**src/hw/rtl/sfcs_pkg.sv**
```systemverilog
package sfcs_pkg;

   localparam int ADDR_W = 24;
   localparam logic [ADDR_W-1:0] ADDR_MAX = 24'hFF_FFFF;

   localparam logic [7:0] OP_NONE         = 8'h00;
   localparam logic [7:0] OP_PROGRAM      = 8'h02;
   localparam logic [7:0] OP_READ         = 8'h03;
   localparam logic [7:0] OP_WRDI         = 8'h04;
   localparam logic [7:0] OP_RDSR         = 8'h05;
   localparam logic [7:0] OP_WREN         = 8'h06;
   localparam logic [7:0] OP_FAST_READ    = 8'h0B;
   localparam logic [7:0] OP_SECTOR_ERASE = 8'h20;
   localparam logic [7:0] OP_CHIP_ERASE   = 8'hC7;

   localparam logic [7:0] IDLE_BYTE    = 8'hFF;
   localparam logic [7:0] STATUS_WEL   = 8'h02;
   localparam logic [7:0] STATUS_CLEAR = 8'h00;

   localparam logic [2:0] PHASE_MAX  = 3'd5;
   localparam logic [2:0] PHASE_ADDR = 3'd3;
   localparam logic [2:0] PHASE_DMY  = 3'd4;

endpackage

```
**src/hw/rtl/sfcs_rem.sv**
```systemverilog
// Remainder by a constant through a reciprocal multiply. Capture the dividend,
// estimate the quotient, subtract the product, then correct once on the way
// out. done rises once the dividend has passed the a, q and r registers.
module sfcs_rem #(
   parameter int DIVISOR = 256
) (
   input  logic                        clock,
   input  logic                        reset,
   input  logic                        start,
   input  logic [sfcs_pkg::ADDR_W-1:0] dividend,
   output logic                        done,
   output logic [$clog2(DIVISOR)-1:0]  remainder
);
   import sfcs_pkg::*;

   localparam int REM_W  = $clog2(DIVISOR);
   localparam int SHIFT  = ADDR_W + REM_W;
   localparam int PROD_W = 2 * ADDR_W + 1;
   // floor(2**SHIFT / DIVISOR) fits in ADDR_W + 1 bits; the quotient
   // estimate is never above the true one and at most one below it
   localparam logic [ADDR_W:0] RECIP =
      (ADDR_W + 1)'((longint'(1) << SHIFT) / longint'(DIVISOR));
   localparam logic [ADDR_W:0] DIV_C = (ADDR_W + 1)'(DIVISOR);

   logic [ADDR_W-1:0] a_ff, a_in;
   logic [ADDR_W-1:0] q_ff, q_in;
   logic [ADDR_W-1:0] r_ff, r_in;
   logic [2:0]        vld_ff, vld_in;
   logic [PROD_W-1:0] prod;
   logic [ADDR_W:0]   qm;
   logic [ADDR_W-1:0] r_fix;

   assign prod      = PROD_W'(a_ff) * PROD_W'(RECIP);
   assign qm        = (ADDR_W + 1)'(q_ff) * DIV_C;
   // partial remainder is below twice the divisor: one subtract settles it
   assign r_fix     = ({1'b0, r_ff} >= DIV_C) ? r_ff - DIV_C[ADDR_W-1:0] : r_ff;
   assign done      = vld_ff[2];
   assign remainder = r_fix[REM_W-1:0];

   always_comb begin
      a_in   = start ? dividend : a_ff;
      q_in   = ADDR_W'(prod >> SHIFT);
      r_in   = a_ff - qm[ADDR_W-1:0];
      vld_in = {vld_ff[1:0], start};
   end

   always_ff @(posedge clock) begin
      a_ff <= a_in;
      q_ff <= q_in;
      r_ff <= r_in;
      if (reset) begin
         vld_ff <= '0;
      end else begin
         vld_ff <= vld_in;
      end
   end

endmodule

```
**config.mk**
```make
export PLATFORM = sky130hd
export DESIGN_NAME = sfcs_rem
export DESIGN_NICKNAME = d
export VERILOG_FILES = /design/src/hw/rtl/sfcs_pkg.sv /design/src/hw/rtl/sfcs_rem.sv
export SDC_FILE = /design/constraint.sdc
export NUM_CORES = 1
export LEC_CHECK = 0
export BUFFER_PORTS_ARGS = -buffer_cell sky130_fd_sc_hd__buf_2
export CAP_MARGIN = 20
export CORE_MARGIN = 2
export CORE_UTILIZATION = 30
export DETAILED_ROUTE_END_ITERATION = 10
export PLACE_DENSITY = 0.65
export SLEW_MARGIN = 20
export SYNTH_ARGS = -nofsm -noshare
export SYNTH_HDL_FRONTEND = slang
export SYNTH_SLANG_ARGS = --single-unit
```
**constraint.sdc**
```tcl
create_clock -name clock -period 0.8 [get_ports clock]
set_clock_uncertainty 0.1 [all_clocks]
set_input_delay 0.16 -clock clock [delete_from_list [all_inputs] [get_ports clock]]
set_output_delay 0.16 -clock clock [all_outputs]
set_load 0.005 [all_outputs]
```
==> results of run 1 <==
==> registers in the layout, indices dropped and copies added, names as in the netlist <==
signal,flops
r_ff,8
a_ff,8
vld_ff,3
==> per-layer routing <==
metal	track usage	vias up
li1	-	124
met1	0.0885	104
met2	0.112	17
met3	0.0375	4
met4	0.0909	0
met5	0	-
==> report_power, final <==
part | internal, mW | leakage, nW | total (mW) | switching [mW]
Sequential | 1.08 | 0.171 | 1.10 | 0.0130
Combinational | 0.0443 | 0.0870 | 0.0756 | 0.0314
Clock | 0.194 | 0.0150 | 0.449 | 0.256
Total | 1.32 | 0.273 | 1.62 | 0.300
==> worst paths after layout <==
path                                   from            to  slack [ns]  cells after the start
worst max-delay path                r_ff[3]  remainder[3]       -0.18                      1
worst min register to register      a_ff[4]       r_ff[4]        0.25                      0
worst min-delay path            dividend[1]       a_ff[1]       -0.06                      1
worst max register to register    vld_ff[1]     vld_ff[2]        0.18                      1
==> through the flow <==
step | setup slack [ns] | TNS, ns | std cells
floorplan | 0.210 | 0 | 22
global placement | 0.0211 | 0 | 57
detailed placement | 0.0222 | 0 | 57
CTS | -0.186 | -1.59 | 62
global route | -0.227 | -1.92 | 62
finish | -0.177 | -1.47 | 62
==> timing repair <==
item / 4_1_cts / 5_1_grt
hold endpoints to repair: 11 / 8
gates resized for setup: 0 / 2
setup endpoints to repair: 9 / 9
pin swaps: 0 / 0
==> area by class of cell <==
type,count,area [µm²],area share
timing repair buffer,20,105,0.166
tap,16,20.0,0.0316
clock buffer,4,26.3,0.0415
sequential,19,463,0.731
multi-input combinational,3,18.8,0.0296
==> cell families (layout without fill, tap and decap cells) <==
kind of cell	after synthesis	count (layout)	share of synthesized area
buf+inv	0	24	0
flops	19	19	0.961
simple gates	3	3	0.0392
==> cells in the final DEF, fill, tap and decap left out <==
master         synthesis  routed
edfxtp_1               8       8
dfxtp_2                0       2
dlygate4sd3_1          0       1
buf_2                  0      19
dfxtp_1               11       9
nor2b_1                3       3
clkbuf_1               0       1
clkbuf_4               0       3
==> impl_metrics.py, run 1 <==
metrics = {
    "logic_synthesis": {
        "yosysTopAreaCellShare": 0.501,
        "ys_types": 3,
        "syn_area_um2": 479,
        "avgSynthCellArea_um2": 21.8,
        "synth_top_cells_by_area": "edfxtp_1 50%, dfxtp_1 46%, nor2b_1 3.9%",
        "async_flop_share": 0,
        "seq_area_frac_synth": 0.961,
        "synth_edf_count": 8,
        "yosys_warnings": 0,
        "syn_nets": 49,
        "synth-main-ff-cell": "dfxtp_1",
        "yosysMostFrequentCell": "dfxtp_1",
        "synth_common_cells": "11 x dfxtp_1, 8 x edfxtp_1, 3 x nor2b_1",
        "syn_inst": 22,
        "synth_top_area_cell": "edfxtp_1",
        "synth.ff_latch_count": 19,
    },
    "floorplanning": {
        "die_h_um": 44.0,
        "initial_core_util": 0.318,
        "num_rows": 14,
        "ios": 36,
        "die_w_um": 44.0,
        "core_area_mm2": 0.00151,
        "dieArea_mm2": 0.00193,
    },
    "placement": {
        "port_buffers": 19,
        "placed_area_um2": 594,
        "routabilityCongestion": 0.558,
    },
    "finish": {
        "fill_cells": 142,
        "nets": 74,
        "syn_to_final_growth_pct": 32.1,
        "final_cell_area_um2": 633,
        "antenna_cells": 0,
        "layout-drive-gt1-share": 0.522,
        "fin_util": 0.420,
    },
    "setup_path": {
        "critPathBufInv": 1,
        "endpoint_kind": "output port",
        "crit_chain": "buf_2",
        "worstPathMaxFanout": 1,
        "slowest_stage": "dfxtp_2",
        "critPathKind": "reg -> out",
        "slowest_delay_ns": 0.32,
        "path_delay_family": "flip-flops",
        "cp_data_required_time_ns": 0.54,
        "worstSetupStartpointType": "flop",
        "cp.arrival_ns": 0.72,
    },
    "drt": {
        "wl_per_cell_um": 9.52,
        "finalWirelength_um": 590,
        "wl_met1_um": 242,
        "drt_iter0_markers": 0,
        "vias_per_cell": 4.02,
        "route.detailed.drc": 0,
        "antenna_left": 0,
        "wl_met3_um": 72,
        "via_count": 249,
        "top_layer_used": "met4",
        "dr.pass1.iters": 1,
        "dr_wl_met2_um": 247,
    },
    "sta": {
        "setup_slack_ns": -0.177,
        "rsz0062_at_grt": "true",
        "finalSetupViolCount": 10,
        "slew_viol_final": 0,
        "hold_viol": 8,
        "period_share": 1.22,
        "timing.hold.ws_ns": -0.0565,
        "slew_headroom": 0.874,
        "worst_slew_pin_slew_ns": 0.189,
        "max_freq_mhz": 1020,
        "finalCriticalPeriod_ns": 0.977,
    },
    "grt": {
        "grt_pass1_wl_um": 993,
        "grt_usage": 0.0824,
        "grt_max_degree": 11,
        "antenna_found_initial": 0,
        "grt_pass1_vias": 231,
        "grt_overflow": 0,
    },
    "run_status": {
        "status": "finished, violations left",
        "violations": "negative hold slack, negative setup slack",
    },
    "power_and_ir_drop": {
        "powerDensity_mw_per_mm2": 2560,
        "power.total_mw": 1.62,
        "ir_drop_mv": 1.18,
        "p_leak_nw": 0.273,
    },
    "clock_tree": {
        "cts_buffers": 3,
        "postCtsSetupBuffers": 0,
        "cts.sinks": 19,
        "hold_buffers": 1,
        "cts_tree": "yes",
        "clk_path_buf_depth": 2,
        "clkLatencyLatePin_ns": 0.28,
        "clock-root-buffer": "clkbuf_4",
        "htree_levels": 1,
        "path_clk_slew_ns": 0.10,
    },
    "flow_run": {
        "cap_violations": 0,
    },
    "worst_hold_path": {
        "hp-class": "in -> reg",
    },
}
(Power assumes the default switching activity.)
==> inputs of run 2 (changes only) <==
CTS_BUF_LIST = sky130_fd_sc_hd__clkbuf_2   (was not set)
==> impl_metrics.py, run 2 (same netlist as run 1, synthesis figures left out) <==
metrics = {
    "run_status": {
        "status": "finished, violations left",
        "violations": "negative hold slack, negative setup slack",
    },
    "drt": {
        "antenna_left": 0,
        "wl_per_cell_um": 9.14,
        "via_count": 262,
        "vias_per_cell": 3.97,
        "drt_iter0_markers": 3,
        "dr.pass1.iters": 2,
        "finalWirelength_um": 603,
        "route.detailed.drc": 0,
    },
    "clock_tree": {
        "clkLatencyLatePin_ns": 0.28,
        "cts.sinks": 19,
        "path_clk_slew_ns": 0.15,
        "clock-root-buffer": "clkbuf_2",
        "cts_buffers": 3,
        "clk_path_buf_depth": 2,
        "htree_levels": 1,
        "cts_tree": "yes",
    },
    "grt": {
        "antenna_found_initial": 0,
        "grt_max_degree": 11,
        "grt_overflow": 0,
        "grt_pass1_wl_um": 910,
        "grt_usage": 0.0719,
        "grt_pass1_vias": 228,
    },
    "sta": {
        "finalSetupViolCount": 16,
        "max_freq_mhz": 1010,
        "rsz0062_at_grt": "true",
        "worst_slew_pin_slew_ns": 0.189,
        "slew_viol_final": 0,
        "finalCriticalPeriod_ns": 0.992,
        "final.setup.tns_ns": -1.79,
        "timing.hold.ws_ns": -0.0559,
        "setup_slack_ns": -0.192,
        "period_share": 1.24,
        "hold_viol": 4,
        "slew_headroom": 0.874,
    },
    "setup_path": {
        "reg2reg_depth": 1,
        "worstSetupStartpointType": "flop",
        "slowest_stage": "dfxtp_2",
        "slowest_delay_ns": 0.34,
        "cp.depth": 1,
        "worstPathMaxFanout": 1,
        "endpoint_kind": "output port",
        "critPathKind": "reg -> out",
        "critPathBufInv": 1,
        "path_delay_family": "flip-flops",
        "cp_data_required_time_ns": 0.54,
        "crit_chain": "buf_2",
        "cp.arrival_ns": 0.73,
    },
    "finish": {
        "nets": 78,
        "antenna_cells": 0,
        "layout-drive-gt1-share": 0.500,
        "most-common-layout-cells": "19 x buf_2, 9 x dfxtp_1, 8 x edfxtp_1, 5 x dlygate4sd3_1, 4 x clkbuf_2",
        "reg.largest.list": "a_ff x8, r_ff x8, vld_ff x3",
        "syn_to_final_growth_pct": 39.2,
        "layout_commonest_cell": "buf_2",
    },
    "floorplanning": {
        "ios": 36,
        "num_rows": 14,
        "dieArea_mm2": 0.00193,
        "die_w_um": 44.0,
        "core_area_mm2": 0.00151,
        "initial_core_util": 0.318,
        "die_h_um": 44.0,
    },
    "power_and_ir_drop": {
        "p_leak_nw": 0.291,
        "powerDensity_mw_per_mm2": 2350,
        "ir_drop_mv": 1.16,
        "power.total_mw": 1.57,
    },
    "flow_run": {
        "cap_violations": 0,
    },
    "placement": {
        "port_buffers": 19,
        "routabilityCongestion": 0.558,
    },
    "worst_hold_path": {
        "whs_path_depth": 1,
        "hp-class": "in -> reg",
    },
}
## run 2: changes by cell type in the layout (fill, tap and decap cells not counted)
cell / previous run / this run
clkbuf_2: 0 / 4
clkbuf_4: 3 / 0
dlygate4sd3_1: 1 / 5
clkbuf_1: 1 / 0
## run 2: final cells by class
type,instances,area [µm²]
sequential,19,463
fill,136,840
multi-input combinational,3,18.8
tap,16,20.0
timing repair buffer,24,145
clock buffer,4,20.0
## run 2: layer usage
metal  wire [µm]  track usage
met1         270       0.0827
met2         254       0.0912
met3          66       0.0375
met4          12       0.0727
met5           0            0
## run 2: worst paths after layout
check,start,end,slack (ns)
hold reg to reg,a_ff[4],r_ff[4],0.26
hold / removal,dividend[3],a_ff[3],-0.06
setup / recovery,r_ff[3],remainder[3],-0.19
setup reg to reg,vld_ff[1],vld_ff[2],0.18
## run 2: where the power goes
group / switching (mW) / internal (mW) / total, mW
Clock: 0.251 / 0.133 / 0.384
Sequential: 0.0126 / 1.08 / 1.10
Combinational: 0.0337 / 0.0569 / 0.0906
## run 2: per-stage QoR
step	hold slack [ns]	cells	area [µm²]	setup slack, ns	util
floorplan	0.132	22	479	0.210	-
global placement	0.225	57	594	0.0211	0.395
detailed placement	0.227	57	594	0.0222	0.395
CTS	-0.0708	62	624	-0.203	0.414
global route	-0.0923	66	667	-0.262	0.443
finish	-0.0559	66	667	-0.192	0.443
## run 2: timing repair
item,CTS,global route
setup buffers,0,0
endpoints found under the hold margin,11,8
setup endpoints to repair,9,9
hold buffers,1,4
resized for setup,0,2
